[src/design/sbhg_pkg.sv]
`timescale 1ns / 1ps
`default_nettype none

package sbhg_pkg;

  localparam int SAMPLE_W = 16;
  localparam int ACC_W    = 32;
  localparam int COEF_W   = 32;
  localparam int PROD_W   = 2 * COEF_W;
  localparam int VOL_W    = 7;
  localparam int GAIN_W   = 12;
  localparam int ADDR_W   = 4;
  localparam int DATA_W   = 32;
  localparam int IDX_W    = 2;

  // Register indexes on the configuration port.
  localparam logic [IDX_W-1:0] REG_FILTER_ENABLE = 2'd0;
  localparam logic [IDX_W-1:0] REG_VOLUME        = 2'd1;
  localparam logic [IDX_W-1:0] REG_MONO_MODE     = 2'd2;

  localparam logic [VOL_W-1:0] VOLUME_MAX   = 7'd99;
  localparam logic [VOL_W-1:0] VOLUME_RESET = 7'd99;
  localparam int               GAIN_MUL     = 30;
  localparam int               GAIN_SHIFT   = 10;

  // Q28 biquad coefficients.
  localparam logic signed [COEF_W-1:0] COEF_A1 = 32'sd511639552;
  localparam logic signed [COEF_W-1:0] COEF_A2 = -32'sd244645887;
  localparam logic signed [COEF_W-1:0] COEF_B0 = 32'sd248905728;
  localparam logic signed [COEF_W-1:0] COEF_B1 = -32'sd497811968;
  localparam logic signed [COEF_W-1:0] COEF_B2 = 32'sd248905945;

  localparam int A_SHIFT = 28;
  localparam int B_SHIFT = 12;
  localparam int Y_SHIFT = 16;

  localparam logic signed [ACC_W-1:0]    SAT_MAX_W = 32'sd32767;
  localparam logic signed [ACC_W-1:0]    SAT_MIN_W = -32'sd32767;
  localparam logic signed [SAMPLE_W-1:0] SAT_MAX   = 16'sd32767;
  localparam logic signed [SAMPLE_W-1:0] SAT_MIN   = -16'sd32767;

  typedef struct packed {
    logic              filter_enable;
    logic [VOL_W-1:0]  volume;
    logic              mono_mode;
    logic [GAIN_W-1:0] gain;
  } cfg_t;

  // One side's filter history, as kept in the state memory.
  typedef struct packed {
    logic signed [SAMPLE_W-1:0] x1;
    logic signed [SAMPLE_W-1:0] x2;
    logic [ACC_W-1:0]           y1;
    logic [ACC_W-1:0]           y2;
  } bq_state_t;

endpackage

`default_nettype wire

[src/design/sbhg_stream_if.sv]
`timescale 1ns / 1ps
`default_nettype none

interface sbhg_in_if;
  logic                                valid;
  logic                                ready;
  logic signed [sbhg_pkg::SAMPLE_W-1:0] sample;
  logic                                side;

  modport source (output valid, output sample, output side, input ready);
  modport sink (input valid, input sample, input side, output ready);
endinterface

interface sbhg_out_if;
  logic                                valid;
  logic                                ready;
  logic signed [sbhg_pkg::SAMPLE_W-1:0] out_sample;
  logic                                out_side;

  modport source (output valid, output out_sample, output out_side, input ready);
  modport sink (input valid, input out_sample, input out_side, output ready);
endinterface

`default_nettype wire

[src/design/sbhg_regs.sv]
`timescale 1ns / 1ps
`default_nettype none

module sbhg_regs (
  input  wire logic                          clk,
  input  wire logic                          rst,
  input  wire logic                          psel,
  input  wire logic                          penable,
  input  wire logic                          pwrite,
  input  wire logic [sbhg_pkg::ADDR_W-1:0]   paddr,
  input  wire logic [sbhg_pkg::DATA_W-1:0]   pwdata,
  output logic      [sbhg_pkg::DATA_W-1:0]   prdata,
  output logic                               pready,
  output sbhg_pkg::cfg_t                     cfg
);
  import sbhg_pkg::*;

  logic [IDX_W-1:0] reg_idx;
  logic             wr_en;
  logic [VOL_W-1:0] vol_wr;
  logic [VOL_W-1:0] vol_sat;

  assign pready  = 1'b1;
  assign reg_idx = paddr[ADDR_W-1:2];
  assign wr_en   = psel && penable && pwrite && pready;
  assign vol_wr  = pwdata[VOL_W-1:0];
  assign vol_sat = (vol_wr > VOLUME_MAX) ? VOLUME_MAX : vol_wr;

  always_ff @(posedge clk) begin
    if (rst) begin
      cfg.filter_enable <= 1'b0;
      cfg.volume        <= VOLUME_RESET;
      cfg.mono_mode     <= 1'b0;
      cfg.gain          <= GAIN_W'(int'(VOLUME_RESET) * GAIN_MUL);
    end else if (wr_en) begin
      unique case (reg_idx)
        REG_FILTER_ENABLE: cfg.filter_enable <= pwdata[0];
        REG_VOLUME: begin
          cfg.volume <= vol_sat;
          cfg.gain   <= GAIN_W'(int'(vol_sat) * GAIN_MUL);
        end
        REG_MONO_MODE: cfg.mono_mode <= pwdata[0];
        default: ;
      endcase
    end
  end

  always_comb begin
    unique case (reg_idx)
      REG_FILTER_ENABLE: prdata = {{(DATA_W-1){1'b0}}, cfg.filter_enable};
      REG_VOLUME:        prdata = {{(DATA_W-VOL_W){1'b0}}, cfg.volume};
      REG_MONO_MODE:     prdata = {{(DATA_W-1){1'b0}}, cfg.mono_mode};
      default:           prdata = '0;
    endcase
  end

endmodule

`default_nettype wire

[src/design/stereo_biquad_highpass_gain.sv]
`timescale 1ns / 1ps
`default_nettype none

// Stereo high-pass biquad with a volume stage.
// Samples arrive on the audio channel tagged left or right and leave on the result
// channel with the same tag. Each side keeps its own direct-form-I history in a
// two-entry state memory that is read when a sample is accepted and written back
// once the five filter taps have been accumulated.
// One 32x32 multiplier does all the multiplies: five filter products, then one gain
// product. With the filter enabled an item goes through acceptance, memory read, five
// multiply/accumulate pairs, write-back, gain multiply, scaling and output load; its
// result becomes valid in the same cycle in which the block is ready again. With the
// filter bypassed an item goes from acceptance straight to the gain multiply.
// In mono mode right samples still update the right history when the filter is on, but
// produce no transaction on the result channel.
// The result sits in an output register; the block takes the next sample while it
// waits, and holds in its last step only if the previous result is still not taken.
// Reset restores the registers (volume 99, filter off, stereo) and marks both
// histories unwritten, which read as zero; the block is ready once reset is released.
// Configuration writes go through the APB-style port while the block is idle; the user
// must keep to this, as the block itself does not enforce it.

module stereo_biquad_highpass_gain (
  input  wire logic                        clk,
  input  wire logic                        rst,
  sbhg_in_if.sink                          audio,
  sbhg_out_if.source                       result,
  input  wire logic                        psel,
  input  wire logic                        penable,
  input  wire logic                        pwrite,
  input  wire logic [sbhg_pkg::ADDR_W-1:0] paddr,
  input  wire logic [sbhg_pkg::DATA_W-1:0] pwdata,
  output logic      [sbhg_pkg::DATA_W-1:0] prdata,
  output logic                             pready
);
  import sbhg_pkg::*;

  typedef enum logic [2:0] {
    ST_IDLE,
    ST_LOAD,
    ST_MUL,
    ST_ACC,
    ST_STORE,
    ST_GMUL,
    ST_GAIN,
    ST_EMIT
  } state_t;

  localparam logic [2:0] LAST_STEP    = 3'd4;
  localparam logic [2:0] FIRST_X_STEP = 3'd2;
  localparam logic signed [ACC_W-1:0] GAIN_BIAS = ACC_W'((1 << GAIN_SHIFT) - 1);

  cfg_t cfg;

  state_t                     state;
  logic [2:0]                 step;
  logic                       cur_side;
  logic signed [SAMPLE_W-1:0] cur_sample;
  logic signed [SAMPLE_W-1:0] s_val;
  logic signed [SAMPLE_W-1:0] res_sample;
  bq_state_t                  hist;
  logic [ACC_W-1:0]           acc;
  logic [1:0]                 vld;

  bq_state_t                  mem [2];
  bq_state_t                  rd_entry;
  logic                       rd_vld;
  bq_state_t                  wr_entry;

  logic signed [COEF_W-1:0]   mul_a;
  logic signed [COEF_W-1:0]   mul_b;
  logic signed [PROD_W-1:0]   prod;
  logic [ACC_W-1:0]           term;
  logic signed [ACC_W-1:0]    p32;
  logic signed [ACC_W-1:0]    biased;
  logic signed [ACC_W-1:0]    scaled;
  logic signed [SAMPLE_W-1:0] sat_val;

  logic                       out_valid;
  logic signed [SAMPLE_W-1:0] out_sample;
  logic                       out_side;

  sbhg_regs u_regs (
    .clk     (clk),
    .rst     (rst),
    .psel    (psel),
    .penable (penable),
    .pwrite  (pwrite),
    .paddr   (paddr),
    .pwdata  (pwdata),
    .prdata  (prdata),
    .pready  (pready),
    .cfg     (cfg)
  );

  assign audio.ready       = (state == ST_IDLE);
  assign result.valid      = out_valid;
  assign result.out_sample = out_sample;
  assign result.out_side   = out_side;

  // Shared multiplier operands.
  always_comb begin
    mul_a = '0;
    mul_b = '0;
    if (state == ST_GMUL) begin
      mul_a = {{(COEF_W-SAMPLE_W){s_val[SAMPLE_W-1]}}, s_val};
      mul_b = {{(COEF_W-GAIN_W){1'b0}}, cfg.gain};
    end else begin
      case (step)
        3'd0: begin
          mul_a = hist.y1;
          mul_b = COEF_A1;
        end
        3'd1: begin
          mul_a = hist.y2;
          mul_b = COEF_A2;
        end
        3'd2: begin
          mul_a = {{(COEF_W-SAMPLE_W){cur_sample[SAMPLE_W-1]}}, cur_sample};
          mul_b = COEF_B0;
        end
        3'd3: begin
          mul_a = {{(COEF_W-SAMPLE_W){hist.x1[SAMPLE_W-1]}}, hist.x1};
          mul_b = COEF_B1;
        end
        3'd4: begin
          mul_a = {{(COEF_W-SAMPLE_W){hist.x2[SAMPLE_W-1]}}, hist.x2};
          mul_b = COEF_B2;
        end
        default: begin
          mul_a = '0;
          mul_b = '0;
        end
      endcase
    end
  end

  always_ff @(posedge clk) begin
    prod <= mul_a * mul_b;
  end

  // Feedback terms drop 28 bits, feedforward terms 12; only the low word is summed.
  assign term = (step < FIRST_X_STEP) ? prod[A_SHIFT+ACC_W-1:A_SHIFT]
                                      : prod[B_SHIFT+ACC_W-1:B_SHIFT];

  // Division by 1024 truncates toward zero, so negative products get a bias first.
  assign p32    = prod[ACC_W-1:0];
  assign biased = p32 + (p32[ACC_W-1] ? GAIN_BIAS : '0);
  assign scaled = biased >>> GAIN_SHIFT;

  always_comb begin
    if (scaled >= SAT_MAX_W) begin
      sat_val = SAT_MAX;
    end else if (scaled <= SAT_MIN_W) begin
      sat_val = SAT_MIN;
    end else begin
      sat_val = scaled[SAMPLE_W-1:0];
    end
  end

  always_comb begin
    wr_entry.x1 = cur_sample;
    wr_entry.x2 = hist.x1;
    wr_entry.y1 = acc;
    wr_entry.y2 = hist.y1;
  end

  // State memory: one entry per side, registered read.
  always_ff @(posedge clk) begin
    rd_entry <= mem[audio.side];
    if (state == ST_STORE) begin
      mem[cur_side] <= wr_entry;
    end
  end

  always_ff @(posedge clk) begin
    if (rst) begin
      state     <= ST_IDLE;
      step      <= '0;
      vld       <= '0;
      rd_vld    <= 1'b0;
      out_valid <= 1'b0;
    end else begin
      rd_vld <= vld[audio.side];
      // The output step sets the flag itself, so the clear is left to the other states.
      if (result.ready && state != ST_EMIT) begin
        out_valid <= 1'b0;
      end
      unique case (state)
        ST_IDLE: begin
          if (audio.valid) begin
            cur_sample <= audio.sample;
            cur_side   <= audio.side;
            s_val      <= audio.sample;
            state      <= cfg.filter_enable ? ST_LOAD : ST_GMUL;
          end
        end
        ST_LOAD: begin
          // An entry never written back is read as the reset history of zero.
          hist  <= rd_vld ? rd_entry : '0;
          acc   <= '0;
          step  <= '0;
          state <= ST_MUL;
        end
        ST_MUL: begin
          state <= ST_ACC;
        end
        ST_ACC: begin
          acc <= acc + term;
          if (step == LAST_STEP) begin
            step  <= '0;
            state <= ST_STORE;
          end else begin
            step  <= step + 3'd1;
            state <= ST_MUL;
          end
        end
        ST_STORE: begin
          vld[cur_side] <= 1'b1;
          s_val         <= acc[Y_SHIFT+SAMPLE_W-1:Y_SHIFT];
          state         <= ST_GMUL;
        end
        ST_GMUL: begin
          state <= ST_GAIN;
        end
        ST_GAIN: begin
          res_sample <= sat_val;
          state      <= (cfg.mono_mode && cur_side) ? ST_IDLE : ST_EMIT;
        end
        ST_EMIT: begin
          if (!out_valid || result.ready) begin
            out_valid  <= 1'b1;
            out_sample <= res_sample;
            out_side   <= cur_side;
            state      <= ST_IDLE;
          end
        end
        default: state <= ST_IDLE;
      endcase
    end
  end

  ap_accept_next: assert property (@(posedge clk) disable iff (rst)
    (audio.valid && audio.ready) |=> (state == ST_LOAD || state == ST_GMUL))
    else $error("accepted sample did not start the filter or gain step");

  ap_step_range: assert property (@(posedge clk) disable iff (rst)
    (step <= LAST_STEP))
    else $error("tap counter out of range");

  ap_store_marks: assert property (@(posedge clk) disable iff (rst)
    (state == ST_STORE) |=> vld[$past(cur_side)])
    else $error("written history entry not marked valid");

  ap_result_source: assert property (@(posedge clk) disable iff (rst)
    $rose(out_valid) |-> $past(state) == ST_EMIT)
    else $error("result loaded outside the output step");

  ap_mono_silent: assert property (@(posedge clk) disable iff (rst)
    (state == ST_GAIN && cfg.mono_mode && cur_side) |=> state == ST_IDLE)
    else $error("mono right sample reached the output step");

endmodule

`default_nettype wire
[src/flat_wrapper.sv]
// flat-port wrapper written by rule: the top's interface ports become plain ports
module stereo_biquad_highpass_gain_flat import sbhg_pkg::*;
  (clk, rst, psel, penable, pwrite, paddr, pwdata, prdata, pready, audio_valid, audio_sample, audio_side, audio_ready, result_valid, result_out_sample, result_out_side, result_ready);
  sbhg_in_if audio_i ();
  sbhg_out_if result_i ();
  input  wire logic clk;
  input  wire logic rst;
  input  wire logic psel;
  input  wire logic penable;
  input  wire logic pwrite;
  input  wire logic [sbhg_pkg::ADDR_W-1:0] paddr;
  input  wire logic [sbhg_pkg::DATA_W-1:0] pwdata;
  output logic      [sbhg_pkg::DATA_W-1:0] prdata;
  output logic pready;
  input wire logic [$bits(audio_i.valid)-1:0] audio_valid;
  input wire logic [$bits(audio_i.sample)-1:0] audio_sample;
  input wire logic [$bits(audio_i.side)-1:0] audio_side;
  output wire logic [$bits(audio_i.ready)-1:0] audio_ready;
  output wire logic [$bits(result_i.valid)-1:0] result_valid;
  output wire logic [$bits(result_i.out_sample)-1:0] result_out_sample;
  output wire logic [$bits(result_i.out_side)-1:0] result_out_side;
  input wire logic [$bits(result_i.ready)-1:0] result_ready;
  assign audio_i.valid = audio_valid;
  assign audio_i.sample = audio_sample;
  assign audio_i.side = audio_side;
  assign audio_ready = audio_i.ready;
  assign result_valid = result_i.valid;
  assign result_out_sample = result_i.out_sample;
  assign result_out_side = result_i.out_side;
  assign result_i.ready = result_ready;
  stereo_biquad_highpass_gain u_core (.clk(clk), .rst(rst), .audio(audio_i), .result(result_i), .psel(psel), .penable(penable), .pwrite(pwrite), .paddr(paddr), .pwdata(pwdata), .prdata(prdata), .pready(pready));
endmodule
[config.mk]
export PLATFORM = sky130hd
export DESIGN_NAME = stereo_biquad_highpass_gain_flat
export DESIGN_NICKNAME = d
export VERILOG_FILES = /design/src/design/sbhg_pkg.sv /design/src/design/sbhg_stream_if.sv /design/src/design/sbhg_regs.sv /design/src/design/stereo_biquad_highpass_gain.sv /design/src/flat_wrapper.sv
export SDC_FILE = /design/constraint.sdc
export NUM_CORES = 2
export LEC_CHECK = 0
export BUFFER_PORTS_ARGS = -buffer_cell sky130_fd_sc_hd__buf_4
export CORE_UTILIZATION = 50
export DETAILED_ROUTE_END_ITERATION = 10
export PLACE_DENSITY_LB_ADDON = 0.25
export SLEW_MARGIN = 15
export SYNTH_ARGS = -nofsm -noshare
export SYNTH_HDL_FRONTEND = slang
export SYNTH_SLANG_ARGS = --single-unit
[constraint.sdc]
create_clock -name clk -period 26.2 [get_ports clk]
set_clock_uncertainty 0.05 [all_clocks]
set_input_delay 1.31 -clock clk [delete_from_list [all_inputs] [get_ports clk]]
set_output_delay 1.31 -clock clk [all_outputs]
set_load 0.02 [all_outputs]
* Word level (Yosys, flattened, before mapping) *
Memory sizes are Yosys's and may differ from the RTL's. A register that Yosys moved wholly into a read port is not among the register bits.
Index checks and enable logic that the tools add are counted.

storage, ports and cells
  bits in registers = 284
  latch bits = 0
  bits in writable memories = 192
  bits in read-only memories = 0
  input port bits = 60
  output and inout bits = 52
  logic and storage cells = 105
  memories kept = 1

memories
  memory      depth  bits a word  rd ports  clocked after memory_dff  write ports  RTL line                           source
  u_core.mem  2      96           1         1                         1            stereo_biquad_highpass_gain.sv:65  bq_state_t mem [2];

cells by class
  $add $sub $neg = 3
  $mul = 2
  divide/modulo/power cells = 0
  $lt $le $gt $ge = 7
  equal/unequal tests = 16
  shift-type cells = 0
  mux-type cells = 29
  bitwise operators = 2
  reduce and logical (&&, ||, !) cells = 23

operators by type and width
  kind                                                                  number
  one-hot mux 32 bit (5 select lines)                                   2
  two-way mux 32 bit                                                    3
  one-hot mux 32 bit (2 select lines)                                   1
  multiplier 32 x 32 -> 60 bit                                          1
  adder 32 x 10 -> 32 bit                                               1
  adder 32 bit                                                          1
  two-way mux 16 bit                                                    2
  one-hot mux 16 bit (2 select lines)                                   1
  one-hot mux 3 bit (8 select lines)                                    1
  greater-or-equal comparator 22 x 16 -> 1 bit (second input constant)  1
  <= comparator 22 x 16 -> 1 bit (second input constant)                1
  one-hot mux 7 bit (3 select lines)                                    1
  two-way mux 3 bit                                                     6
  equality test 3 bit (second input constant)                           5
  AND reduction 2 bit                                                   7
  equality test 3 x 2 -> 1 bit (second input constant)                  4
  multiplier 7 x 4 -> 11 bit (second input constant)                    1
  two-way mux 10 bit                                                    1
  AND reduction 3 bit                                                   3
  two-way mux 1 bit                                                     8
  > comparator 7 bit (second input constant)                            1
  two-way mux 7 bit                                                     1
  equality test 3 x 1 -> 1 bit (second input constant)                  2
  zero test 3 bit                                                       2
  other kinds (19)                                                      25

* Logic depth before layout (Yosys ltp) *
  word-level depth = 5
  mapped depth = 39
  gate-level depth less buffers = 36

* By module *
From an unflattened synthesis, not the netlist that was laid out.

second synthesis, totals
  cell total of the unflattened synthesis = 5,078
  area, all modules = 55,150.4 um^2

by module, submodules not included
  module                       instances  cells each  area each (um^2)  sequential area each (um^2)
  stereo_biquad_highpass_gain  1          4,878       53,452.5          14,914.3
  sbhg_regs                    1          200         1,697.9           380.4

* Least setup slack after synthesis *
Ideal clock, no wire load.

  path kind = flip-flop to flip-flop
  from = register u_core.step[2]
  to = register u_core.prod[59]
  library setup time = 0.095 ns
  arrival = 9.206 ns
  data required time = 26.055 ns
  path slack = 16.849 ns
  cell stages (with the launch flop) = 31
  path buffers = 3
  period minus slack after synthesis = 9.351 ns
  cells stage by stage = dfxtp_1 -> clkbuf_1 -> inv_1 -> ha_1 -> a221o_1 -> buf_4 -> a221o_1 -> o21ai_0 -> nor2_1 -> clkbuf_1 -> fa_1 -> fa_1 -> fa_1 -> inv_1 -> fa_1 -> inv_1 -> fa_1 -> inv_1 -> fa_1 -> fa_1 -> fa_1 -> inv_1 -> ha_1 -> nand4_1 -> or3_1 -> or3_1 -> o21bai_1 -> a21oi_1 -> nor3b_1 -> nor2_1 -> o311ai_1

on the way
  word-level cells in the longest chain between the ends = 4
  elaborated cells on any way between the ends = 10
  those cells by class = mul (1); eq/ne (4); mux (4); reduce/logical (1)

ends and longest elaborated chain
  item                                               RTL line                            source
  from (decl)                                        stereo_biquad_highpass_gain.sv:56   logic [2:0] step;
  from (signal assigned)                             stereo_biquad_highpass_gain.sv:214  step <= step + 3'd1;
  equality test 3 bit, or another cell as far along  stereo_biquad_highpass_gain.sv:109  case (step)
  one-hot mux 32 bit (5 select lines)                stereo_biquad_highpass_gain.sv:109
  two-way mux 32 bit                                 stereo_biquad_highpass_gain.sv:105  if (state == ST_GMUL) begin
  multiplier 32 x 32 -> 60 bit (*)                   stereo_biquad_highpass_gain.sv:139  prod <= mul_a * mul_b;
  to (signal assigned)                               stereo_biquad_highpass_gain.sv:139
  to (decl)                                          stereo_biquad_highpass_gain.sv:72   logic signed [PROD_W-1:0] prod;

Mark *: on every way between the ends. The rest lies on a longest branch, timed or not.
A chain may end at the register's enable or synchronous reset.

* Worst setup path in the final report *
Same ends and word-level chain as after synthesis.

==> results.tsv <==
stage	metric	value	unit
global_routing	initial antenna violation count	3	
drt	Vias	35974	
cells_and_area	P&R area growth vs syn	7.20	%
floorplanning	Die Wd	334	um
placed_design	GP Congestion	1.03	
yosys	Post-synth EDFFs	386	
sta	final period utilization	48.6	%
worst_setup_path	Crit Path Max Fanout	42	
floorplanning	Initial Util	50.6	%
worst_setup_path	Worst R2R End	u_core.prod[59]	
global_routing	pin count of the biggest net entering global routing	97	
floorplanning	die area	112000	sq um
worst_hold_path	Hold Path Cell Cnt	0	
sta	Max-slew headroom	22.4	%
worst_setup_path	R2R Setup Slk	13460	ps
cells_and_area	area of the multi-input gates	34800	sq um
global_routing	first-pass GRT wire length	235000	um
worst_setup_path	Max stage delay on crit path	910	ps
global_routing	number of global-route vias before repair	37856	
floorplanning	Site Rows	121	
sta	Fin. Hold Viols	0	
yosys	ys flop type	edfxtp_1	
sta	Slew Limit Fails	0	
yosys	post-synthesis register bit count	571	
worst_setup_path	Critical Path Sink Type	flip-flop	
yosys	Syn. warnings	0	
worst_setup_path	slowest stage cell, crit path	ha_2	
drt	initial drt markers	3148	
sta	setup TNS	0	ps
cts	clock sink count	571	
yosys	Seq/Total Area, Yosys	27.7	%
cts	clock latency on the worst-skew pair	620	ps
drt	final wirelength	154000	um
sta	Period minus WS final	12740	ps
cts	total CTS buffers	51	
global_routing	gr ovfl total	0	
placed_design	Final HPWL DP	126000	um
run	Max-Cap Viols	0	
yosys	Post-synth ARST share	0	%
cts	setup repair bufs after CTS	0	
worst_setup_path	Reg-to-Reg Start	u_core.step[2]	
cts	Clock Path Buffers	3	
worst_hold_path	HP Start	u_core.res_sample[7]	
cts	root buffer cell	clkbuf_16	
cells_and_area	Filler cells	9593	
drt	first-pass detailed-route iteration total	5	
cells_and_area	Nets	6519	
drt	drt drc	0	
worst_hold_path	hold path endpoint	u_core.result.out_sample[7]	
worst_setup_path	Req. time, crit path	26660	ps
cells_and_area	Final Instance Area	59200	sq um
cells_and_area	fraction of layout cells with a size suffix above 1	7.16	%
drt	wire per inst	23.0	um
cells_and_area	n_diodes	0	
floorplanning	die height	334	um
sta	Setup violations, final	0	
cts	post-CTS resize count	0	
cells_and_area	register area	15300	sq um
cts	cts hold-fix bufs	0	
worst_hold_path	Hold Crit Class	flip-flop to flip-flop	
worst_setup_path	Bufs and invs on worst path	10	
worst_setup_path	CP most frequent cell	inv_1	
worst_setup_path	Setup crit start kind	flip-flop	
yosys	synthesized cell area	55200	sq um
worst_setup_path	family with the most delay on the worst path	adder cells	
placed_design	placed inst area	57500	sq um
sta	fmax	78.5	MHz
sta	worst slew pin tran	1160	ps
drt	via/cell ratio	5.37	
yosys	Avg Synthesized Cell Area	10.7	sq um
cts	CTS tree	done	
worst_setup_path	critical path class	flip-flop to flip-flop	
placed_design	Port Buffer Count	58	
floorplanning	Core Box Area	109000	sq um
worst_setup_path	R2R cell count	33	
outcome	outcome	finished clean	
floorplanning	I/O pin cnt	112	
yosys	post-synth cell types	74	
drt	ANT nets after route	0	
global_routing	GRT Resource Usage Total	28.6	%
yosys	cell count after synthesis	5148	
cts	Clk pin slew, worst setup/hold paths	70	ps
worst_setup_path	Worst Path Arrival	13190	ps
cts	Max H-tree Level	2	
sta	RSZ-0062 raised after global routing	no	
==> metrics by stage <==
stage,instances,util (%),setup WS [ps],hold WS (ps)
floorplan,5172,-,16850,350
global placement,6603,52.6,13750,355
detailed placement,6603,52.6,13660,357
CTS,6698,54.2,13610,371
global route,6698,54.2,12920,379
finish,6698,54.2,13460,369
==> state kept, by name, indices dropped and copies added, names as in the netlist <==
name and count:
u_core.acc 32, u_core.cur_sample 16, u_core.cur_side 1, u_core.hist 96
u_core.mem 192, u_core.prod 60, u_core.rd_entry 96, u_core.rd_vld 1
u_core.res_sample 16, u_core.result.out_sample 16, u_core.result.out_side 1, u_core.result.valid 1
u_core.s_val 16, u_core.state 3, u_core.step 3, u_core.u_regs.cfg 19
u_core.vld 2
==> worst max path at each step <==
stage | start | to | depth (start not counted)
after global routing | u_core.step[2] | u_core.prod[59] | 35
after detailed placement | u_core.step[2] | u_core.prod[59] | 33
final | u_core.step[2] | u_core.prod[59] | 33
after floorplan | u_core.step[2] | u_core.prod[59] | 30
after CTS | u_core.step[2] | u_core.prod[59] | 33
after global placement | u_core.step[2] | u_core.prod[59] | 33
==> kinds of logic after synthesis <==
logic type	synth area share, %
buffers and inverters	9.62
adder cells (fa/ha/maj)	43.1
AND/OR/NAND/NOR	9.70
flip-flops	27.7
AO/OA/AOI/OAI	5.31
XOR/XNOR	2.16
multiplexers	2.38
other	0.0136
==> cell type report <==
cell class                      count  area share, %
Timing Repair Buffer              133           1.69
Sequential cell                   571           25.8
Inverter                         1206           7.65
Tap cell                         1476           3.12
Clock inverter                     32          0.573
Clock buffer                       63           2.34
Multi-Input combinational cell   3217           58.8
==> synthesized netlist by cell type (7+ instances only) <==
cell,number,area [sq um]
o211ai_1,11,82.6
and2_1,120,751
buf_4,27,203
fa_1,1038,20800
a21oi_1,122,611
a221o_1,18,180
a22oi_1,20,150
o21bai_1,20,150
buf_2,7,35.0
and3_1,44,275
o21ai_0,88,440
or2_2,11,68.8
dfxtp_1,185,3700
o21a_1,15,113
buf_1,22,82.6
nand2b_1,27,169
nand3_1,63,315
clkbuf_1,121,454
edfxtp_1,386,11600
nor2_1,401,1510
a31oi_1,9,56.3
inv_1,1206,4530
nor4_1,7,43.8
a211oi_1,14,105
mux2_2,112,1260
or3_1,9,56.3
xnor2_1,94,823
nand4_1,20,125
xor2_1,42,368
nor3_1,20,100
ha_1,241,3020
a221oi_1,20,175
nand2_1,463,1740
nor2b_1,10,62.6
a21o_1,53,398
o21ai_1,8,40.0
==> per-layer routing <==
metal / vias up / share of wire, % / GRT usage (%)
li1: 15806 / - / -
met1: 18508 / 41 / 39.0
met2: 1356 / 46 / 45.2
met3: 304 / 6.9 / 4.08
met4: 0 / 5.6 / 13.5
met5: - / 0 / 0
==> cells in the final DEF, fill, tap and decap left out, types with 8 or more instances in the layout <==
| cell | Yosys | layout |
|---|---|---|
| o21bai_1 | 20 | 20 |
| or2_2 | 11 | 11 |
| a22oi_1 | 20 | 20 |
| xor2_1 | 42 | 42 |
| a211oi_1 | 14 | 14 |
| inv_1 | 1206 | 1206 |
| or3_1 | 9 | 9 |
| buf_4 | 27 | 133 |
| edfxtp_1 | 386 | 386 |
| nand3_1 | 63 | 63 |
| a21o_1 | 53 | 53 |
| dfxtp_1 | 185 | 184 |
| nand2_1 | 463 | 463 |
| a221oi_1 | 20 | 19 |
| a31oi_1 | 9 | 9 |
| clkbuf_16 | 0 | 53 |
| ha_1 | 241 | 240 |
| nand2b_1 | 27 | 27 |
| nor2b_1 | 10 | 9 |
| conb_1 | 2 | 26 |
| and2_1 | 120 | 120 |
| xnor2_1 | 94 | 94 |
| nand4_1 | 20 | 20 |
| mux2_2 | 112 | 112 |
| and3_1 | 44 | 43 |
| nor2_1 | 401 | 396 |
| nor3_1 | 20 | 16 |
| o21ai_1 | 8 | 9 |
| clkinv_1 | 0 | 8 |
| o21a_1 | 15 | 15 |
| o211ai_1 | 11 | 11 |
| a221o_1 | 18 | 18 |
| a21oi_1 | 122 | 119 |
| o21ai_0 | 88 | 87 |
| fa_1 | 1038 | 1038 |
| clkinv_2 | 0 | 9 |
Power is not shown: default switching activity piles up to over one toggle a cycle in this logic, so the estimate is an artifact.
